### config.mk
export PLATFORM = sky130hd
export DESIGN_NAME = onewire_slave_read_rom_responder_flat
export DESIGN_NICKNAME = d
export VERILOG_FILES = /design/src/rtl/core/owsr_pkg.sv /design/src/rtl/core/owsr_in_if.sv /design/src/rtl/core/owsr_out_if.sv /design/src/rtl/core/owsr_step.sv /design/src/rtl/core/onewire_slave_read_rom_responder.sv /design/src/flat_wrapper.sv
export SDC_FILE = /design/constraint.sdc
export NUM_CORES = 1
export LEC_CHECK = 0
export ABC_AREA = 1
export BUFFER_PORTS_ARGS = -buffer_cell sky130_fd_sc_hd__buf_2
export CORE_MARGIN = 3
export CORE_UTILIZATION = 50
export DETAILED_ROUTE_END_ITERATION = 8
export MAX_ROUTING_LAYER = met4
export PLACE_DENSITY = 0.81
export SYNTH_ARGS = -nofsm -noshare
export SYNTH_HDL_FRONTEND = slang
export SYNTH_SLANG_ARGS = --single-unit
### constraint.sdc
create_clock -name i_clk -period 3.7 [get_ports i_clk]
set_input_delay 0.37 -clock i_clk [delete_from_list [all_inputs] [get_ports i_clk]]
set_output_delay 0.37 -clock i_clk [all_outputs]
set_load 0.005 [all_outputs]
### src/rtl/core/owsr_pkg.sv
`timescale 1ns / 1ps

package owsr_pkg;

    // number of rom bytes sent after the read rom command
    localparam int unsigned ROM_BYTES = 8;

    // command code and counter ceiling
    localparam logic [7:0] CMD_READ_ROM = 8'h33;
    localparam logic [9:0] COUNT_MAX    = 10'd1023;

    // configuration register indexes
    localparam int unsigned CFG_IDX_W = 3;
    localparam logic [CFG_IDX_W-1:0] CFG_ROM_CODE        = 3'd0;
    localparam logic [CFG_IDX_W-1:0] CFG_RESET_TICKS     = 3'd1;
    localparam logic [CFG_IDX_W-1:0] CFG_PRESENCE_WAIT   = 3'd2;
    localparam logic [CFG_IDX_W-1:0] CFG_PRESENCE_LENGTH = 3'd3;
    localparam logic [CFG_IDX_W-1:0] CFG_SAMPLE_DELAY    = 3'd4;
    localparam logic [CFG_IDX_W-1:0] CFG_ZERO_HOLD       = 3'd5;
    localparam logic [CFG_IDX_W-1:0] CFG_ONE_HOLD        = 3'd6;
    localparam int unsigned CFG_DATA_W = 64;

    // register values after reset
    localparam logic [63:0] RST_ROM_CODE        = 64'hDD00_0014_7BCF_F101;
    localparam logic [9:0]  RST_RESET_TICKS     = 10'd350;
    localparam logic [7:0]  RST_PRESENCE_WAIT   = 8'd15;
    localparam logic [7:0]  RST_PRESENCE_LENGTH = 8'd60;
    localparam logic [7:0]  RST_SAMPLE_DELAY    = 8'd40;
    localparam logic [7:0]  RST_ZERO_HOLD       = 8'd40;
    localparam logic [7:0]  RST_ONE_HOLD        = 8'd2;

    // protocol phases
    typedef enum logic [7:0] {
        PH_IDLE       = 8'b0000_0001,
        PH_RESET_LOW  = 8'b0000_0010,
        PH_PWAIT      = 8'b0000_0100,
        PH_PRESENCE   = 8'b0000_1000,
        PH_CMD_EDGE   = 8'b0001_0000,
        PH_CMD_SAMPLE = 8'b0010_0000,
        PH_SEND_EDGE  = 8'b0100_0000,
        PH_SEND_HOLD  = 8'b1000_0000
    } t_phase;

    typedef struct packed {
        logic [63:0] rom_code;
        logic [9:0]  reset_ticks;
        logic [7:0]  presence_wait;
        logic [7:0]  presence_length;
        logic [7:0]  sample_delay;
        logic [7:0]  zero_hold;
        logic [7:0]  one_hold;
    } t_cfg;

    typedef struct packed {
        t_phase      phase;
        logic [9:0]  tick_count;
        logic [2:0]  bit_index;
        logic [2:0]  byte_index;
        logic [7:0]  send_shift;
        logic [7:0]  command_shift;
        logic        last_level;
    } t_state;

    typedef struct packed {
        logic drive_low;
        logic rom_done;
    } t_result;

endpackage

### src/rtl/core/owsr_in_if.sv
`timescale 1ns / 1ps

interface owsr_in_if;
    logic valid;
    logic ready;
    logic line_level;

    modport source (output valid, output line_level, input ready);
    modport sink   (input valid, input line_level, output ready);
endinterface

### src/rtl/core/owsr_out_if.sv
`timescale 1ns / 1ps

interface owsr_out_if;
    logic valid;
    logic ready;
    logic drive_low;
    logic rom_done;

    modport source (output valid, output drive_low, output rom_done, input ready);
    modport sink   (input valid, input drive_low, input rom_done, output ready);
endinterface

### src/rtl/core/owsr_step.sv
`timescale 1ns / 1ps

module owsr_step (
    input  owsr_pkg::t_state  i_state,
    input  owsr_pkg::t_cfg    i_cfg,
    input  logic              i_line_level,
    output owsr_pkg::t_state  o_state,
    output owsr_pkg::t_result o_result
);
    import owsr_pkg::*;

    // saturating tick counter increment
    function automatic logic [9:0] sat_inc(input logic [9:0] v);
        return (v == COUNT_MAX) ? v : v + 10'd1;
    endfunction

    // pick one rom byte
    function automatic logic [7:0] rom_byte(input logic [63:0] rom, input logic [2:0] idx);
        return rom[{idx, 3'b000} +: 8];
    endfunction

    logic       w_fall;
    logic [9:0] w_inc;

    assign w_fall = i_state.last_level && !i_line_level;
    assign w_inc  = sat_inc(i_state.tick_count);

    // next state and result for one tick
    always_comb begin
        t_state     s;
        logic [9:0] v_tc;
        logic [9:0] v_hold;
        logic [7:0] v_cmd;
        logic [3:0] v_next_byte;

        s           = i_state;
        v_tc        = i_state.tick_count;
        v_hold      = '0;
        v_cmd       = '0;
        v_next_byte = '0;
        o_result    = '0;

        unique case (i_state.phase)
            PH_RESET_LOW: begin
                if (!i_line_level) begin
                    s.tick_count = w_inc;
                end else if (i_state.tick_count >= i_cfg.reset_ticks) begin
                    s.phase         = PH_PWAIT;
                    s.tick_count    = '0;
                    s.bit_index     = '0;
                    s.byte_index    = '0;
                    s.command_shift = '0;
                end else begin
                    s.phase      = PH_IDLE;
                    s.tick_count = '0;
                    s.bit_index  = '0;
                    s.byte_index = '0;
                end
            end
            PH_PWAIT: begin
                s.tick_count = w_inc;
                if (w_inc >= {2'b00, i_cfg.presence_wait}) begin
                    // presence pulse begins on this tick, unless its length is zero
                    if (i_cfg.presence_length != 8'd0) begin
                        s.phase            = PH_PRESENCE;
                        s.tick_count       = 10'd1;
                        o_result.drive_low = 1'b1;
                    end else begin
                        s.phase      = PH_CMD_EDGE;
                        s.tick_count = '0;
                    end
                end
            end
            PH_PRESENCE: begin
                if (i_state.tick_count < {2'b00, i_cfg.presence_length}) begin
                    o_result.drive_low = 1'b1;
                    s.tick_count       = w_inc;
                end else begin
                    s.phase      = PH_CMD_EDGE;
                    s.tick_count = '0;
                end
            end
            PH_CMD_EDGE: begin
                if (w_fall) begin
                    s.phase      = PH_CMD_SAMPLE;
                    s.tick_count = '0;
                end
            end
            PH_CMD_SAMPLE: begin
                s.tick_count = w_inc;
                if (w_inc >= {2'b00, i_cfg.sample_delay}) begin
                    v_cmd           = {i_line_level, i_state.command_shift[7:1]};
                    s.command_shift = v_cmd;
                    s.tick_count    = '0;
                    if (i_state.bit_index != 3'd7) begin
                        s.bit_index = i_state.bit_index + 3'd1;
                        s.phase     = PH_CMD_EDGE;
                    end else if (v_cmd == CMD_READ_ROM) begin
                        s.bit_index  = '0;
                        s.byte_index = '0;
                        s.send_shift = rom_byte(i_cfg.rom_code, 3'd0);
                        s.phase      = PH_SEND_EDGE;
                    end else begin
                        s.phase      = PH_IDLE;
                        s.bit_index  = '0;
                        s.byte_index = '0;
                    end
                end
            end
            PH_SEND_EDGE, PH_SEND_HOLD: begin
                // the hold starts on the falling edge tick itself
                if (i_state.phase == PH_SEND_HOLD || w_fall) begin
                    if (i_state.phase == PH_SEND_EDGE) begin
                        v_tc = '0;
                    end
                    s.phase = PH_SEND_HOLD;
                    v_hold  = {2'b00, i_state.send_shift[0] ? i_cfg.one_hold : i_cfg.zero_hold};
                    if (v_tc < v_hold) begin
                        o_result.drive_low = 1'b1;
                        s.tick_count       = sat_inc(v_tc);
                    end else begin
                        // bit finished
                        s.send_shift = {1'b0, i_state.send_shift[7:1]};
                        s.tick_count = '0;
                        s.phase      = PH_SEND_EDGE;
                        v_next_byte  = {1'b0, i_state.byte_index} + 4'd1;
                        if (i_state.bit_index != 3'd7) begin
                            s.bit_index = i_state.bit_index + 3'd1;
                        end else begin
                            s.bit_index = '0;
                            if (v_next_byte >= 4'(ROM_BYTES)) begin
                                s.phase           = PH_IDLE;
                                s.byte_index      = '0;
                                o_result.rom_done = 1'b1;
                            end else begin
                                s.byte_index = v_next_byte[2:0];
                                s.send_shift = rom_byte(i_cfg.rom_code, v_next_byte[2:0]);
                            end
                        end
                    end
                end
            end
            default: begin
                // idle, and any code that is not a phase
                if (w_fall) begin
                    s.phase      = PH_RESET_LOW;
                    s.tick_count = 10'd1;
                end
            end
        endcase

        s.last_level = i_line_level;
        o_state      = s;
    end

endmodule

### src/rtl/core/onewire_slave_read_rom_responder.sv
`timescale 1ns / 1ps

// 1-Wire slave that answers Read ROM, fed one request per microsecond tick carrying the
// sampled bus level, and giving one result per tick (drive_low, rom_done). A low of at
// least reset_ticks followed by a rise is a bus reset; after presence_wait ticks the slave
// drives presence for presence_length ticks, samples eight command bits LSB first at
// sample_delay after each falling edge, and on 0x33 sends the eight rom_code bytes, byte
// zero first, holding the line low one_hold ticks for a 1 and zero_hold ticks for a 0.
// The whole state update is one pass of logic between the state register and the result
// register, so a request is taken every cycle while the result register is empty or being
// read. The user must write configuration through the plain write port only while the
// block is idle (the block itself does not enforce it); it takes effect on the next tick.
module onewire_slave_read_rom_responder (
    input  logic                                   i_clk,
    input  logic                                   i_rst_n,
    input  logic                                   i_cfg_we,
    input  logic [owsr_pkg::CFG_IDX_W-1:0]         i_cfg_index,
    input  logic [owsr_pkg::CFG_DATA_W-1:0]        i_cfg_data,
    owsr_in_if.sink                                i_in,
    owsr_out_if.source                             o_out
);
    import owsr_pkg::*;

    t_cfg    r_cfg;
    t_state  r_state;
    t_state  n_state;
    t_result w_res;
    logic    r_out_valid;
    logic    r_drive_low;
    logic    r_rom_done;
    logic    w_in_acc;

    // request handshake
    assign i_in.ready = !r_out_valid || o_out.ready;
    assign w_in_acc   = i_in.valid && i_in.ready;

    // per tick logic
    owsr_step u_step (
        .i_state      (r_state),
        .i_cfg        (r_cfg),
        .i_line_level (i_in.line_level),
        .o_state      (n_state),
        .o_result     (w_res)
    );

    // configuration registers
    always_ff @(posedge i_clk) begin
        if (!i_rst_n) begin
            r_cfg.rom_code        <= RST_ROM_CODE;
            r_cfg.reset_ticks     <= RST_RESET_TICKS;
            r_cfg.presence_wait   <= RST_PRESENCE_WAIT;
            r_cfg.presence_length <= RST_PRESENCE_LENGTH;
            r_cfg.sample_delay    <= RST_SAMPLE_DELAY;
            r_cfg.zero_hold       <= RST_ZERO_HOLD;
            r_cfg.one_hold        <= RST_ONE_HOLD;
        end else if (i_cfg_we) begin
            unique case (i_cfg_index)
                CFG_ROM_CODE:        r_cfg.rom_code        <= i_cfg_data;
                CFG_RESET_TICKS:     r_cfg.reset_ticks     <= i_cfg_data[9:0];
                CFG_PRESENCE_WAIT:   r_cfg.presence_wait   <= i_cfg_data[7:0];
                CFG_PRESENCE_LENGTH: r_cfg.presence_length <= i_cfg_data[7:0];
                CFG_SAMPLE_DELAY:    r_cfg.sample_delay    <= i_cfg_data[7:0];
                CFG_ZERO_HOLD:       r_cfg.zero_hold       <= i_cfg_data[7:0];
                CFG_ONE_HOLD:        r_cfg.one_hold        <= i_cfg_data[7:0];
                default: begin
                end
            endcase
        end
    end

    // protocol state
    always_ff @(posedge i_clk) begin
        if (!i_rst_n) begin
            r_state.phase         <= PH_IDLE;
            r_state.tick_count    <= '0;
            r_state.bit_index     <= '0;
            r_state.byte_index    <= '0;
            r_state.send_shift    <= '0;
            r_state.command_shift <= '0;
            r_state.last_level    <= 1'b1;
        end else if (w_in_acc) begin
            r_state <= n_state;
        end
    end

    // result register
    always_ff @(posedge i_clk) begin
        if (!i_rst_n) begin
            r_out_valid <= 1'b0;
        end else if (w_in_acc) begin
            r_out_valid <= 1'b1;
        end else if (o_out.ready) begin
            r_out_valid <= 1'b0;
        end
    end

    always_ff @(posedge i_clk) begin
        if (w_in_acc) begin
            r_drive_low <= w_res.drive_low;
            r_rom_done  <= w_res.rom_done;
        end
    end

    assign o_out.valid     = r_out_valid;
    assign o_out.drive_low = r_drive_low;
    assign o_out.rom_done  = r_rom_done;

    // finishing the rom always returns to idle
    a_done_idle: assert property (@(posedge i_clk) disable iff (!i_rst_n)
        w_in_acc && w_res.rom_done |=> r_state.phase == PH_IDLE)
        else $error("rom done without return to idle");

    // the line is pulled only while presence or a send hold is running
    a_drive_phase: assert property (@(posedge i_clk) disable iff (!i_rst_n)
        w_in_acc && w_res.drive_low |=>
            r_state.phase == PH_PRESENCE || r_state.phase == PH_SEND_HOLD)
        else $error("drive low outside presence or send hold");

    // edge wait phases keep a cleared tick counter
    a_edge_count: assert property (@(posedge i_clk) disable iff (!i_rst_n)
        r_state.phase == PH_CMD_EDGE || r_state.phase == PH_SEND_EDGE
            |-> r_state.tick_count == 10'd0)
        else $error("tick counter running while waiting for an edge");

    // a result is registered on every accepted request
    a_result_loaded: assert property (@(posedge i_clk) disable iff (!i_rst_n)
        w_in_acc |=> r_out_valid && r_drive_low == $past(w_res.drive_low))
        else $error("result register not loaded");

endmodule

### src/flat_wrapper.sv
// flat-port wrapper written by rule: the top's interface ports become plain ports
module onewire_slave_read_rom_responder_flat import owsr_pkg::*;
  (i_clk, i_rst_n, i_cfg_we, i_cfg_index, i_cfg_data, i_in_valid, i_in_line_level, i_in_ready, o_out_valid, o_out_drive_low, o_out_rom_done, o_out_ready);
  owsr_in_if i_in_i ();
  owsr_out_if o_out_i ();
  input  logic i_clk;
  input  logic i_rst_n;
  input  logic i_cfg_we;
  input  logic [owsr_pkg::CFG_IDX_W-1:0] i_cfg_index;
  input  logic [owsr_pkg::CFG_DATA_W-1:0] i_cfg_data;
  input wire logic [$bits(i_in_i.valid)-1:0] i_in_valid;
  input wire logic [$bits(i_in_i.line_level)-1:0] i_in_line_level;
  output wire logic [$bits(i_in_i.ready)-1:0] i_in_ready;
  output wire logic [$bits(o_out_i.valid)-1:0] o_out_valid;
  output wire logic [$bits(o_out_i.drive_low)-1:0] o_out_drive_low;
  output wire logic [$bits(o_out_i.rom_done)-1:0] o_out_rom_done;
  input wire logic [$bits(o_out_i.ready)-1:0] o_out_ready;
  assign i_in_i.valid = i_in_valid;
  assign i_in_i.line_level = i_in_line_level;
  assign i_in_ready = i_in_i.ready;
  assign o_out_valid = o_out_i.valid;
  assign o_out_drive_low = o_out_i.drive_low;
  assign o_out_rom_done = o_out_i.rom_done;
  assign o_out_i.ready = o_out_ready;
  onewire_slave_read_rom_responder u_core (.i_clk(i_clk), .i_rst_n(i_rst_n), .i_cfg_we(i_cfg_we), .i_cfg_index(i_cfg_index), .i_cfg_data(i_cfg_data), .i_in(i_in_i), .o_out(o_out_i));
endmodule
* After elaboration in Yosys (flattened, before gate mapping) *
Index checks and enable logic that the tools add are counted.

operators by class
  $add $sub $neg = 4
  reductions and logical operators = 28
  equal/unequal tests = 28
  magnitude comparators = 6
  muxes and demuxes = 48
  bitwise logic cells = 2
  shifts and indexed selects = 1

operators by type and width
  operator                 count
  $pmux W18 S6             1
  $mux W10                 8
  $mux W8                  9
  $shiftx A64 B7 Y8        1
  $mux W18                 3
  $mux W40                 1
  $mux W32                 1
  $pmux W8 S2              2
  $mux W11                 2
  $ne A2 B2 Y1 const B     11
  $mux W7                  3
  $add A10 B1 Y10 const B  2
  $eq A10 B10 Y1 const B   2
  $ge A10 B8 Y1            2
  $lt A10 B8 Y1            2
  $mux W19                 1
  $pmux W6 S3              1
  $eq A8 B6 Y1 const B     2
  $reduce_and A8 Y1        2
  $mux W15                 1
  $mux W14                 1
  $reduce_and A2 Y1        7
  $ge A10 B10 Y1           1
  $eq A3 B3 Y1 const B     3
  other kinds (32)         48

storage, ports and cells
  bits of input ports = 73
  flip-flop bits (word level) = 158
  logic and storage cells = 134

* Logic depth before layout (Yosys ltp) *
Gate-level depths: netlist of run 1.

  depth in word-level cells = 10
  gate-level depth with buffers = 21
  depth with buffers taken out = 21

* By module *
From an unflattened synthesis of run 1, not the netlist that was laid out.

second synthesis, totals
  cells, all modules = 1626
  area total of the unflattened synthesis = 10090.9 um^2

modules (own cells, without submodules)
  module                            cells an instance  sequential area each (um^2)  area an instance (um^2)  instances
  onewire_slave_read_rom_responder  854                3183.1                       6142.1                   1
  owsr_step                         772                0.0                          3948.8                   1

* Worst setup path after synthesis of run 1 *
Ideal clock, no wire load.

  path type = reg-to-reg
  start = register u_core.r_state[23] in the netlist's numbering
  end = register u_core.r_state[36] in the netlist's numbering
  required time = 3.585 ns
  stages on the path, launching flop included = 19
  data arrival time = 2.613 ns
  library setup time = 0.115 ns
  slack = 0.972 ns
  clock period less this slack = 2.728 ns
  buffers on the path = 0
  path through = dfxtp_1 -> ha_1 -> inv_1 -> nor2_4 -> nand3b_4 -> o21ai_0 -> ha_1 -> nand2_1 -> nand2_1 -> nand2_1 -> nand3_1 -> a21oi_1 -> nand3_2 -> nand2_4 -> nor2_4 -> nand2_4 -> inv_4 -> o21ai_1 -> nor2_1

on the way
  cells in the longest elaborated chain, start to end = 7
  elaborated cells between the ends (all ways) = 17
  those cells by class = 1 x add/sub; 4 x order compare; 4 x eq/ne; 7 x mux; 1 x reduce/logical

ends and longest elaborated chain
  what                                                     line                                    RTL
  start: declaration                                       onewire_slave_read_rom_responder.sv:25  t_state r_state;
  start signal: assignment                                 onewire_slave_read_rom_responder.sv:82  r_state <= n_state;
  branches (longest 7 deep; another with $add A10 B1 Y10)  --

Parallel ways; which one is timed is not known. The select of a mux whose other input is x is not followed.
A chain may end at the register's enable or synchronous reset.

* Final worst setup path of run 1 *
  start = register u_core.r_state[24] in the netlist's numbering
  end = register u_core.r_state[21] in the netlist's numbering

on the way
  cells in the longest elaborated chain, start to end = 6
  elaborated cells between the ends (all ways) = 11
  those cells by class = 1 x add/sub; 2 x order compare; 3 x eq/ne; 4 x mux; 1 x reduce/logical

ends and longest elaborated chain
  what
  branches (longest 5 deep; another with $add A10 B1 Y10)
  $reduce_and A6 Y1 (no line) *

Every way passes the cells marked *. The select of a mux whose other input is x is not followed.

==> flow_summary.yaml, run 1 <==
outcome:
  status: "finished, final reports clean"
clocking:
  htreeDepth: 4
  cts_tree: "yes"
  cts_buffers: 17
  clkTransAtPathRegs_ns: 0.07
  insertion_delay_ns: 0.44
  root_buffer: "clkbuf_16"
  clock-sinks: 157
  clockBufferDepth: 2
route:
  via_count: 8468
  drc: 0
  viasPerCell: 5.50
  initialDrtViolationCount: 846
  drt_wl_total_um: 23300
  dr.pass1.iters: 7
  post_drt_wl_per_cell_um: 15.1
  antenna_left: 0
sta:
  skew_ns: 0.0131
  rsz0062_at_grt: "no"
  hold_viol: 0
  fmax_mhz: 299
  period_minus_slack_ns: 3.35
  finalCritPeriodShare: 0.905
  timing.hold.ws_ns: 0.143
  max-slew-margin-rel: 0.424
  slew_violations: 0
  setup_tns_ns: 0
  setup_viol: 0
  tightest_slew_ns: 0.861
synthesis:
  synth_seq_cells: 157
  syn_area_per_cell_um2: 6.88
  seq_area_frac_synth: 0.369
  synth-edff-count: 2
  synthCells: 1245
  syn_nets: 1363
  synth_top_area_cell: "dfxtp_1"
  synth_top_area_share: 0.362
  ys_warn_count: 0
  ys_types: 43
  ys_top_cells_by_count: "247 x nand2_1, 206 x nor2_1, 155 x dfxtp_1, 136 x o21ai_0, 120 x inv_1"
  syn_area_um2: 8570
  async_reset_ff_frac: 0
  ys.flop_type: "dfxtp_1"
  synth_most_common_cell: "nand2_1"
  synth_area_leaders: "dfxtp_1 36%, nand2_1 11%, nor2_1 9.0%"
die:
  fp-row-count: 47
  initial_core_util: 0.513
  core_area_um2: 16700
  die_h_um: 137
  die_area_um2: 18700
  die_w_um: 137
  ios: 77
critical_path:
  startpoint_type: "flip-flop"
  cp_max_fo: 10
  worst-setup-path-type: "flip-flop to flip-flop"
  cpMostUsedCell: "nand2_1"
  r2r_cells: 20
  crit_arrival_ns: 3.63
  crit_family: "simple AND/OR/NAND/NOR gates"
  r2r_setup_slack_ns: 0.35
  cp_num_buf_inv: 1
  crit_required_ns: 3.99
  critical_path_cell_count: 20
  path_cells: "ha_1 > inv_1 > nor2_4 > nand3b_4 > nand2_1 > nor2_1 > a21oi_1 > ha_1 > nand2_1 > nor2_1 > nand2_1 > nand3_1 > a21oi_1 > nand2_1 > nand2_1 > nand2_1 > nand2_1 > nand2_1 > o21ai_1 > nor2_1"
  end_kind: "flip-flop"
  slowest_delay_ns: 0.47
  reg2reg_from: "u_core.r_state[24]$_SDFFE_PN0P_"
  crit_path_start: "u_core.r_state[24]$_SDFFE_PN0P_"
  r2r_end: "u_core.r_state[21]$_SDFFE_PN0P_"
  cp-endpoint: "u_core.r_state[21]$_SDFFE_PN0P_"
  slowest_stage: "dfxtp_1"
finish:
  n_antenna_cell: 0
  finalNetCount: 1426
  area_delta_synth_final_pct: 13.5
  drive_gt1_frac: 0.132
power_and_ir_drop:
  ir_drop_v: 0.000365
  clockPowerShare: 0.450
  pwr-share-comb: 0.083
  switchingPower_mw: 1.04
  seqPwrFrac: 0.467
  swShare: 0.274
  p_leak_nw: 4.56
  internal_power_mw: 2.76
  p_per_area_nw_per_um2: 391
grt:
  grt_max_degree: 83
  grt_pass1_wl_um: 38100
  track_usage: 0.261
  grt_pass1_vias: 7776
  antenna_found_initial: 0
  grt-ovfl-total: 0
placed_design:
  dp_hpwl_um: 16400
  place.gp.congestion: 0.990
  io_buffers: 76
worst_hold_path:
  hold_path_class: "input port to flip-flop"
  min_from: "i_cfg_data[34]"
run:
  max-cap-violations: 0
## metal layers
metal | part of all wire | routed length, um | track usage
met1 | 0.44 | 10200 | 0.345
met2 | 0.45 | 10600 | 0.398
met3 | 0.074 | 1720 | 0.0445
met4 | 0.035 | 803 | 0.107
met5 | 0 | 0 | -
## metrics by stage
step                power (mW)  cells  instance area (um2)   util  setup WS [ns]
floorplan                 2.00   1245                 8570      -          0.972
global placement          2.11   1506                 9120  0.546          0.513
detailed placement        2.12   1506                 9120  0.546          0.387
CTS                       3.82   1538                 9700  0.581          0.368
global route              3.94   1541                 9720  0.582         0.0235
finish                    3.80   1541                 9720  0.582          0.352
## power by group through the flow
stage	combinational [mW]	clock [mW]	sequential, mW
after floorplan	0.198	0	1.81
after global placement	0.302	0	1.81
after detailed placement	0.308	0	1.81
after CTS	0.312	1.73	1.77
after global routing	0.358	1.80	1.78
final	0.315	1.71	1.78
## flip-flops by register name, indices dropped and copies added, names as in the netlist
name	cells
u_core.r_state	40
u_core.o_out.drive_low	1
u_core.o_out.rom_done	1
u_core.r_cfg	114
u_core.o_out.valid	1
## layout make-up
class	instances	area, um2
fillers	1562	6980
multi-input cells	906	4690
flip-flops and latches	157	3160
repair buffers	95	526
inverters	131	497
clock buffers	18	429
well taps	220	275
clock inverters	14	149
## worst reg2reg max path, delay by kind of cell (launching register included)
family / cells / cell delay [ns]
buffers and inverters: 1 / 0.09
DFF: 1 / 0.47
adders and majority gates: 2 / 0.53
AOI/OAI and AO/OA: 3 / 0.68
and+or+nand+nor: 14 / 1.44
## cells in the final DEF, fill, tap and decap left out, drive strengths merged, types with 4 or more instances in the layout
| cell | n |
|---|---|
| nor3 | 6 |
| clkinv | 6 |
| nor2 | 222 |
| a21oi | 80 |
| xor2 | 9 |
| dfxtp | 155 |
| nand2 | 256 |
| clkbuf | 18 |
| nand4 | 15 |
| mux2i | 7 |
| buf | 95 |
| xnor2 | 4 |
| a31oi | 8 |
| nor4 | 4 |
| inv | 138 |
| ha | 45 |
| nand3 | 71 |
| o211ai | 28 |
| o21ai | 142 |
## kinds of logic after synthesis
group,after synthesis,synth area share
XOR/XNOR,13,0.0133
AND/OR/NAND/NOR,577,0.291
buffers and inverters,182,0.0851
flip-flops,157,0.369
multiplexers,7,0.00818
adder cells (fa/ha/maj),45,0.0657
AO/OA/AOI/OAI,264,0.167
## timing repair
item                       4_1_cts  5_1_grt
gates resized for setup          0        0
hold buffers                     0        0
buffers inserted                 0        3
setup endpoints to repair        0        1
## worst min-delay path by stage
stage	end	slack, ns	depth (start not counted)
after floorplan	u_core.r_cfg[106]$_SDFFE_PN1P_	0.42	2
after global placement	u_core.r_cfg[74]$_SDFFE_PN1P_	0.43	2
after detailed placement	u_core.r_state[2]$_SDFFE_PN0P_	0.44	2
after CTS	u_core.r_cfg[86]$_SDFFE_PN1P_	0.13	3
after global routing	u_core.r_cfg[88]$_SDFFE_PN0P_	0.15	3
final	u_core.r_cfg[84]$_SDFFE_PN1P_	0.14	3
No activity file was read; power rests on OpenSTA's default activity.
==> inputs of run 2 (changes only) <==
==> constraint.sdc (replaced) <==
create_clock -name i_clk -period 4.35 [get_ports i_clk]
set_input_delay 0.435 -clock i_clk [delete_from_list [all_inputs] [get_ports i_clk]]
set_output_delay 0.435 -clock i_clk [all_outputs]
set_load 0.005 [all_outputs]
==> run 2 against run 1 <==
Maximum frequency fell by 9.4%; setup slack better by 0.30 ns; highest routed layer unchanged; combinational power fell by 16%; global-route usage down 0.74 points; clock-buffer cell count up 2.
==> flow_summary.yaml, run 2 (synthesized netlist as in run 1, its figures left out) <==
route:
  via_count: 8382
  viasPerCell: 5.49
  antenna_left: 0
  dr.pass1.iters: 8
  drt_wl_total_um: 22600
  drc: 0
  initialDrtViolationCount: 842
  post_drt_wl_per_cell_um: 14.8
power_and_ir_drop:
  ir_drop_v: 0.000298
  p_per_area_nw_per_um2: 343
  totalPowerFinal_mw: 3.31
  seqPwrFrac: 0.456
  pwr-share-comb: 0.080
  clockPowerShare: 0.464
  switchingPower_mw: 0.829
  swShare: 0.250
  internal_power_mw: 2.48
  p_leak_nw: 4.51
die:
  die_h_um: 137
  die_area_um2: 18700
  core_area_um2: 16700
  initial_core_util: 0.513
  die_w_um: 137
  ios: 77
  fp-row-count: 47
grt:
  grt_pass1_wl_um: 37200
  grt_pass1_vias: 7643
  track_usage: 0.254
  antenna_found_initial: 0
  grt-ovfl-total: 0
  grt_max_degree: 84
clocking:
  cts_tree: "yes"
  root_buffer: "clkbuf_16"
  postCtsHoldBufs: 0
  insertion_delay_ns: 0.42
  clock-sinks: 157
  clkTransAtPathRegs_ns: 0.06
  cts_buffers: 17
  clockBufferDepth: 2
  htreeDepth: 4
  cts_setup_buffers: 0
  ctsResizeCount: 0
outcome:
  status: "finished, final reports clean"
finish:
  area_delta_synth_final_pct: 12.7
  largest_reg_flops: 114
  drive_gt1_frac: 0.124
  mostFrequentLayoutCells: "247 x nand2_1, 205 x nor2_1, 155 x dfxtp_1"
  largest-register: "u_core.r_cfg"
  n_antenna_cell: 0
  layout_commonest_cell: "nand2_1"
  design_area_um2: 9660
  instances_no_fill: 1528
  finalNetCount: 1413
  top_regs: "u_core.r_cfg (114), u_core.r_state (40)"
critical_path:
  cp_max_fo: 12
  slowest_delay_ns: 0.47
  startpoint_type: "flip-flop"
  worst-setup-path-type: "flip-flop to flip-flop"
  cpMostUsedCell: "nand2_1"
  path_cells: "ha_1 > inv_1 > nor2_4 > nand3b_4 > nand2_1 > nor2_1 > a21oi_1 > ha_1 > nand2_1 > nor2_1 > nand2_1 > nand3_1 > a21oi_1 > nand2_1 > nand2_1 > nand2_1 > nand2_1 > nand2_1 > o21ai_1 > nor2_1"
  crit_arrival_ns: 3.97
  crit_required_ns: 4.63
  cp_num_buf_inv: 1
  slowest_stage: "dfxtp_1"
  crit_family: "simple AND/OR/NAND/NOR gates"
  end_kind: "flip-flop"
run:
  max-cap-violations: 0
sta:
  max-slew-margin-rel: 0.287
  period_minus_slack_ns: 3.70
  tightest_slew_ns: 1.07
  rsz0062_at_grt: "no"
  setup_viol: 0
  finalCritPeriodShare: 0.850
  slew_violations: 0
  hold_viol: 0
  skew_ns: 0.0104
  fmax_mhz: 271
  setup_tns_ns: 0
placed_design:
  io_buffers: 76
  dp_cells: 1496
  placed_area_um2: 9050
  place.gp.congestion: 0.946
  dp_hpwl_um: 16000
worst_hold_path:
  hold_path_class: "input port to flip-flop"
[run 2: cell count changes in the layout (fill, tap and decap cells not counted), sizes merged]
cell / change
clkinvlp: +1
clkbuf: +2
inv: -4
bufinv: +2
clkinv: -1
buf: -13
[run 2: metal layers]
metal	wire length, um	track usage	up-vias
met5	0	-	-
met4	763	0.0987	0
met3	1620	0.0408	55
met2	9970	0.379	340
met1	10200	0.346	3809
li1	-	-	4178
[run 2: final timing paths]
kind                            slack, ns                         endpoint                       startpoint  depth (start not counted)
worst max register to register       0.65  u_core.r_state[21]$_SDFFE_PN0P_  u_core.r_state[23]$_SDFFE_PN0P_                         20
worst max-delay path                 0.65  u_core.r_state[21]$_SDFFE_PN0P_  u_core.r_state[23]$_SDFFE_PN0P_                         20
worst min-delay path                 0.22    u_core.r_cfg[74]$_SDFFE_PN1P_                   i_cfg_data[24]                          3
worst min register to register       0.45   u_core.r_state[2]$_SDFFE_PN0P_   u_core.r_state[2]$_SDFFE_PN0P_                          2
[run 2: final cells by class]
type | instances | area (um2)
clock buffers | 20 | 467
clock inverters | 12 | 148
fillers | 1639 | 7040
inverters | 131 | 497
multi-input cells | 906 | 4690
flip-flops and latches | 157 | 3160
well taps | 220 | 275
repair buffers | 82 | 428
[run 2: worst reg2reg max path, cell delays in order (launching register included)]
cell and delay [ns]:
dfxtp_1 0.47, ha_1 0.25, inv_1 0.11, nor2_4 0.18, nand3b_4 0.17, nand2_1 0.10
nor2_1 0.04, a21oi_1 0.25, ha_1 0.29, nand2_1 0.06, nor2_1 0.05, nand2_1 0.06
nand3_1 0.06, a21oi_1 0.36, nand2_1 0.38, nand2_1 0.35, nand2_1 0.15, nand2_1 0.08
nand2_1 0.05, o21ai_1 0.07, nor2_1 0.04
[run 2: power by group through the flow]
stage	clock, mW	sequential, mW	combinational [mW]
final	1.54	1.51	0.265
after global routing	1.62	1.51	0.302
after CTS	1.55	1.51	0.263
after detailed placement	0	1.54	0.261
after global placement	0	1.54	0.255
after floorplan	0	1.54	0.169
[run 2: stage by stage]
step	setup slack [ns]	util	hold WS, ns
floorplan	1.62	-	0.424
global placement	0.862	0.542	0.434
detailed placement	0.750	0.542	0.438
CTS	0.713	0.579	0.212
global route	0.297	0.579	0.226
finish	0.654	0.579	0.219
==> inputs of run 3 (changes only) <==
--- a/config.mk
+++ b/config.mk
@@ -5,13 +5,13 @@
 export SDC_FILE = /design/constraint.sdc
 export NUM_CORES = 1
 export LEC_CHECK = 0
-export ABC_AREA = 1
+export ABC_AREA = 0
 export BUFFER_PORTS_ARGS = -buffer_cell sky130_fd_sc_hd__buf_2
 export CORE_MARGIN = 3
 export CORE_UTILIZATION = 50
 export DETAILED_ROUTE_END_ITERATION = 8
 export MAX_ROUTING_LAYER = met4
-export PLACE_DENSITY = 0.81
+export PLACE_DENSITY = 0.84
 export SYNTH_ARGS = -nofsm -noshare
 export SYNTH_HDL_FRONTEND = slang
 export SYNTH_SLANG_ARGS = --single-unit
==> constraint.sdc (replaced) <==
create_clock -name i_clk -period 3.3 [get_ports i_clk]
set_input_delay 0.33 -clock i_clk [delete_from_list [all_inputs] [get_ports i_clk]]
set_output_delay 0.33 -clock i_clk [all_outputs]
set_load 0.005 [all_outputs]
==> run 3 against run 2 <==
Highest routed layer unchanged; core utilization up 4.3 points; maximum frequency up 13%; cell area up 3.3%; clock skew down 0.00094 ns.
==> flow_summary.yaml, run 3 <==
run:
  max-cap-violations: 0
sta:
  fmax_mhz: 305
  tightest_slew_ns: 1.11
  period_minus_slack_ns: 3.28
  timing.hold.ws_ns: 0.0964
  finalCritPeriodShare: 0.993
  setup_viol: 0
  setup_tns_ns: 0
  rsz0062_at_grt: "yes"
  skew_ns: 0.00943
  hold_viol: 0
  max-slew-margin-rel: 0.254
  fin_ws_ns: 0.0226
  slew_violations: 0
worst_hold_path:
  min_from: "i_cfg_data[19]"
  hold_path_class: "input port to flip-flop"
  min_delay_worst_endpoint: "u_core.r_cfg[69]$_SDFFE_PN1P_"
  whs_path_depth: 3
finish:
  finalNetCount: 1244
  nFillCells: 1296
  n_antenna_cell: 0
  largest-register: "u_core.r_cfg"
  mostFrequentLayoutCells: "248 x nand2_1, 149 x dfxtp_1, 112 x a21oi_1"
  top_regs: "u_core.r_cfg (114), u_core.r_state (40)"
  largest_reg_flops: 114
  instances_no_fill: 1355
  layout_commonest_cell: "nand2_1"
  drive_gt1_frac: 0.218
  design_area_um2: 9980
  final_util: 0.621
  area_delta_synth_final_pct: 20.3
synthesis:
  seq_area_frac_synth: 0.382
  ys.flop_type: "dfxtp_1"
  synth-edff-count: 2
  ys_top_cells_by_count: "250 x nand2_1, 155 x dfxtp_1, 115 x a21oi_1, 57 x nand3_1, 50 x nor2_1"
  syn_area_um2: 8290
  synth_top_area_share: 0.374
  syn_area_per_cell_um2: 8.10
  synth_most_common_cell: "nand2_1"
  synth_top_area_cell: "dfxtp_1"
  syn_nets: 1142
  ys_warn_count: 0
  synth_area_leaders: "dfxtp_1 37%, nand2_1 11%, a21oi_1 6.9%"
  synthCells: 1024
  synth_seq_cells: 157
  ys_types: 75
  async_reset_ff_frac: 0
route:
  initialDrtViolationCount: 802
  dr.pass1.iters: 7
  drc: 0
  viasPerCell: 5.94
  drt_wl_total_um: 23700
  via_count: 8044
  antenna_left: 0
  post_drt_wl_per_cell_um: 17.5
power_and_ir_drop:
  seqPwrFrac: 0.459
  pwr-share-comb: 0.067
  clockPowerShare: 0.474
  swShare: 0.266
  switchingPower_mw: 1.14
  p_leak_nw: 3.92
  internal_power_mw: 3.14
  p_per_area_nw_per_um2: 429
  totalPowerFinal_mw: 4.28
  ir_drop_v: 0.000364
placed_design:
  place_ws_ns: -0.0604
  io_buffers: 76
  dp_hpwl_um: 16500
  place.gp.congestion: 1.01
  placed_area_um2: 9190
  dp_cells: 1315
clocking:
  clockBufferDepth: 2
  clock-sinks: 157
  cts_buffers: 17
  cts_tree: "yes"
  insertion_delay_ns: 0.44
  htreeDepth: 4
  clkTransAtPathRegs_ns: 0.07
  root_buffer: "clkbuf_16"
critical_path:
  end_kind: "flip-flop"
  worst-setup-path-type: "flip-flop to flip-flop"
  startpoint_type: "flip-flop"
  reg2reg_from: "u_core.r_state[23]$_SDFFE_PN0P_"
  cp_max_fo: 7
  r2r_end: "u_core.r_state[32]$_SDFFE_PN0P_"
  r2r_setup_slack_ns: 0.02
  crit_arrival_ns: 3.62
  crit_required_ns: 3.65
  r2r_cells: 11
grt:
  grt_pass1_wl_um: 38200
  grt_pass1_vias: 7503
  grt-ovfl-total: 0
  antenna_found_initial: 0
  grt_max_degree: 67
  track_usage: 0.269
die:
  fp-row-count: 46
  core_area_um2: 16100
  die_w_um: 135
  die_h_um: 135
  ios: 77
  die_area_um2: 18200
  initial_core_util: 0.516
outcome:
  status: "finished, final reports clean"
==> run 3: final cells by class <==
| type | count | area (um2) | area share |
|---|---|---|---|
| clock inverter | 15 | 194 | 0.0194 |
| timing repair buffer | 139 | 853 | 0.0855 |
| clock buffer | 17 | 425 | 0.0426 |
| sequential | 157 | 3180 | 0.318 |
| multi-input combinational | 771 | 4910 | 0.492 |
| tap | 216 | 270 | 0.0271 |
| inverter | 40 | 150 | 0.0150 |
==> run 3: how the worst max path moves through the flow <==
stage | end | cells after the start | start
3_3_place_gp | u_core.r_state[32]$_SDFFE_PN0P_ | 13 | u_core.r_state[23]$_SDFFE_PN0P_
6_report | u_core.r_state[32]$_SDFFE_PN0P_ | 11 | u_core.r_state[23]$_SDFFE_PN0P_
4_1_cts | u_core.r_state[32]$_SDFFE_PN0P_ | 13 | u_core.r_state[26]$_SDFFE_PN0P_
5_1_grt | u_core.r_state[32]$_SDFFE_PN0P_ | 14 | u_core.r_state[24]$_SDFFE_PN0P_
2_1_floorplan | u_core.r_state[32]$_SDFFE_PN0P_ | 13 | u_core.r_state[23]$_SDFFE_PN0P_
3_5_place_dp | u_core.r_state[21]$_SDFFE_PN0P_ | 15 | u_core.r_state[24]$_SDFFE_PN0P_
==> run 3: what timing repair did <==
action | CTS | global route
setup endpoints to repair | 8 | 28
cloned | 0 | 0
gates resized for setup | 8 | 19
pin swaps | 1 | 18
hold buffers | 0 | 0
hold endpoints to repair | 0 | 0
setup buffers | 0 | 8
==> run 3: power by group through the flow <==
stage          registers, mW  logic, mW  clock network (mW)
2_1_floorplan           2.00      0.161                   0
3_3_place_gp            2.00      0.272                   0
3_5_place_dp            2.01      0.278                   0
4_1_cts                 1.96      0.282                2.05
5_1_grt                 1.97      0.319                2.12
6_report                1.96      0.288                2.03
==> run 3: kinds of logic (layout without fill, tap and decap cells) <==
family	count (synthesis)	after routing	share of synthesized area
buffers and inverters	96	211	0.0454
DFF	157	157	0.382
xor gates and xnor gates	8	8	0.00845
AOI/OAI and AO/OA	237	237	0.181
adders and majority gates	45	45	0.0679
and+or+nand+nor	447	447	0.250
muxes	34	34	0.0655
==> run 3: metal layers <==
layer / track usage / vias up / share of wire
met1: 0.362 / 3775 / 0.43
met2: 0.409 / 389 / 0.47
met5: - / - / 0
met3: 0.0589 / 51 / 0.078
li1: - / 3829 / -
met4: 0.0814 / 0 / 0.021
==> run 3: worst max-delay path, cell delays in order (launching register included) <==
cell and delay (ns):
dfxtp_4 0.36, ha_4 0.13, and4_4 0.25, nand3_4 0.12, mux2_2 0.35, ha_1 0.32
a21o_1 0.21, a2111oi_4 0.44, a31oi_4 0.14, and3_4 0.19, or4_4 0.41, a221oi_2 0.24
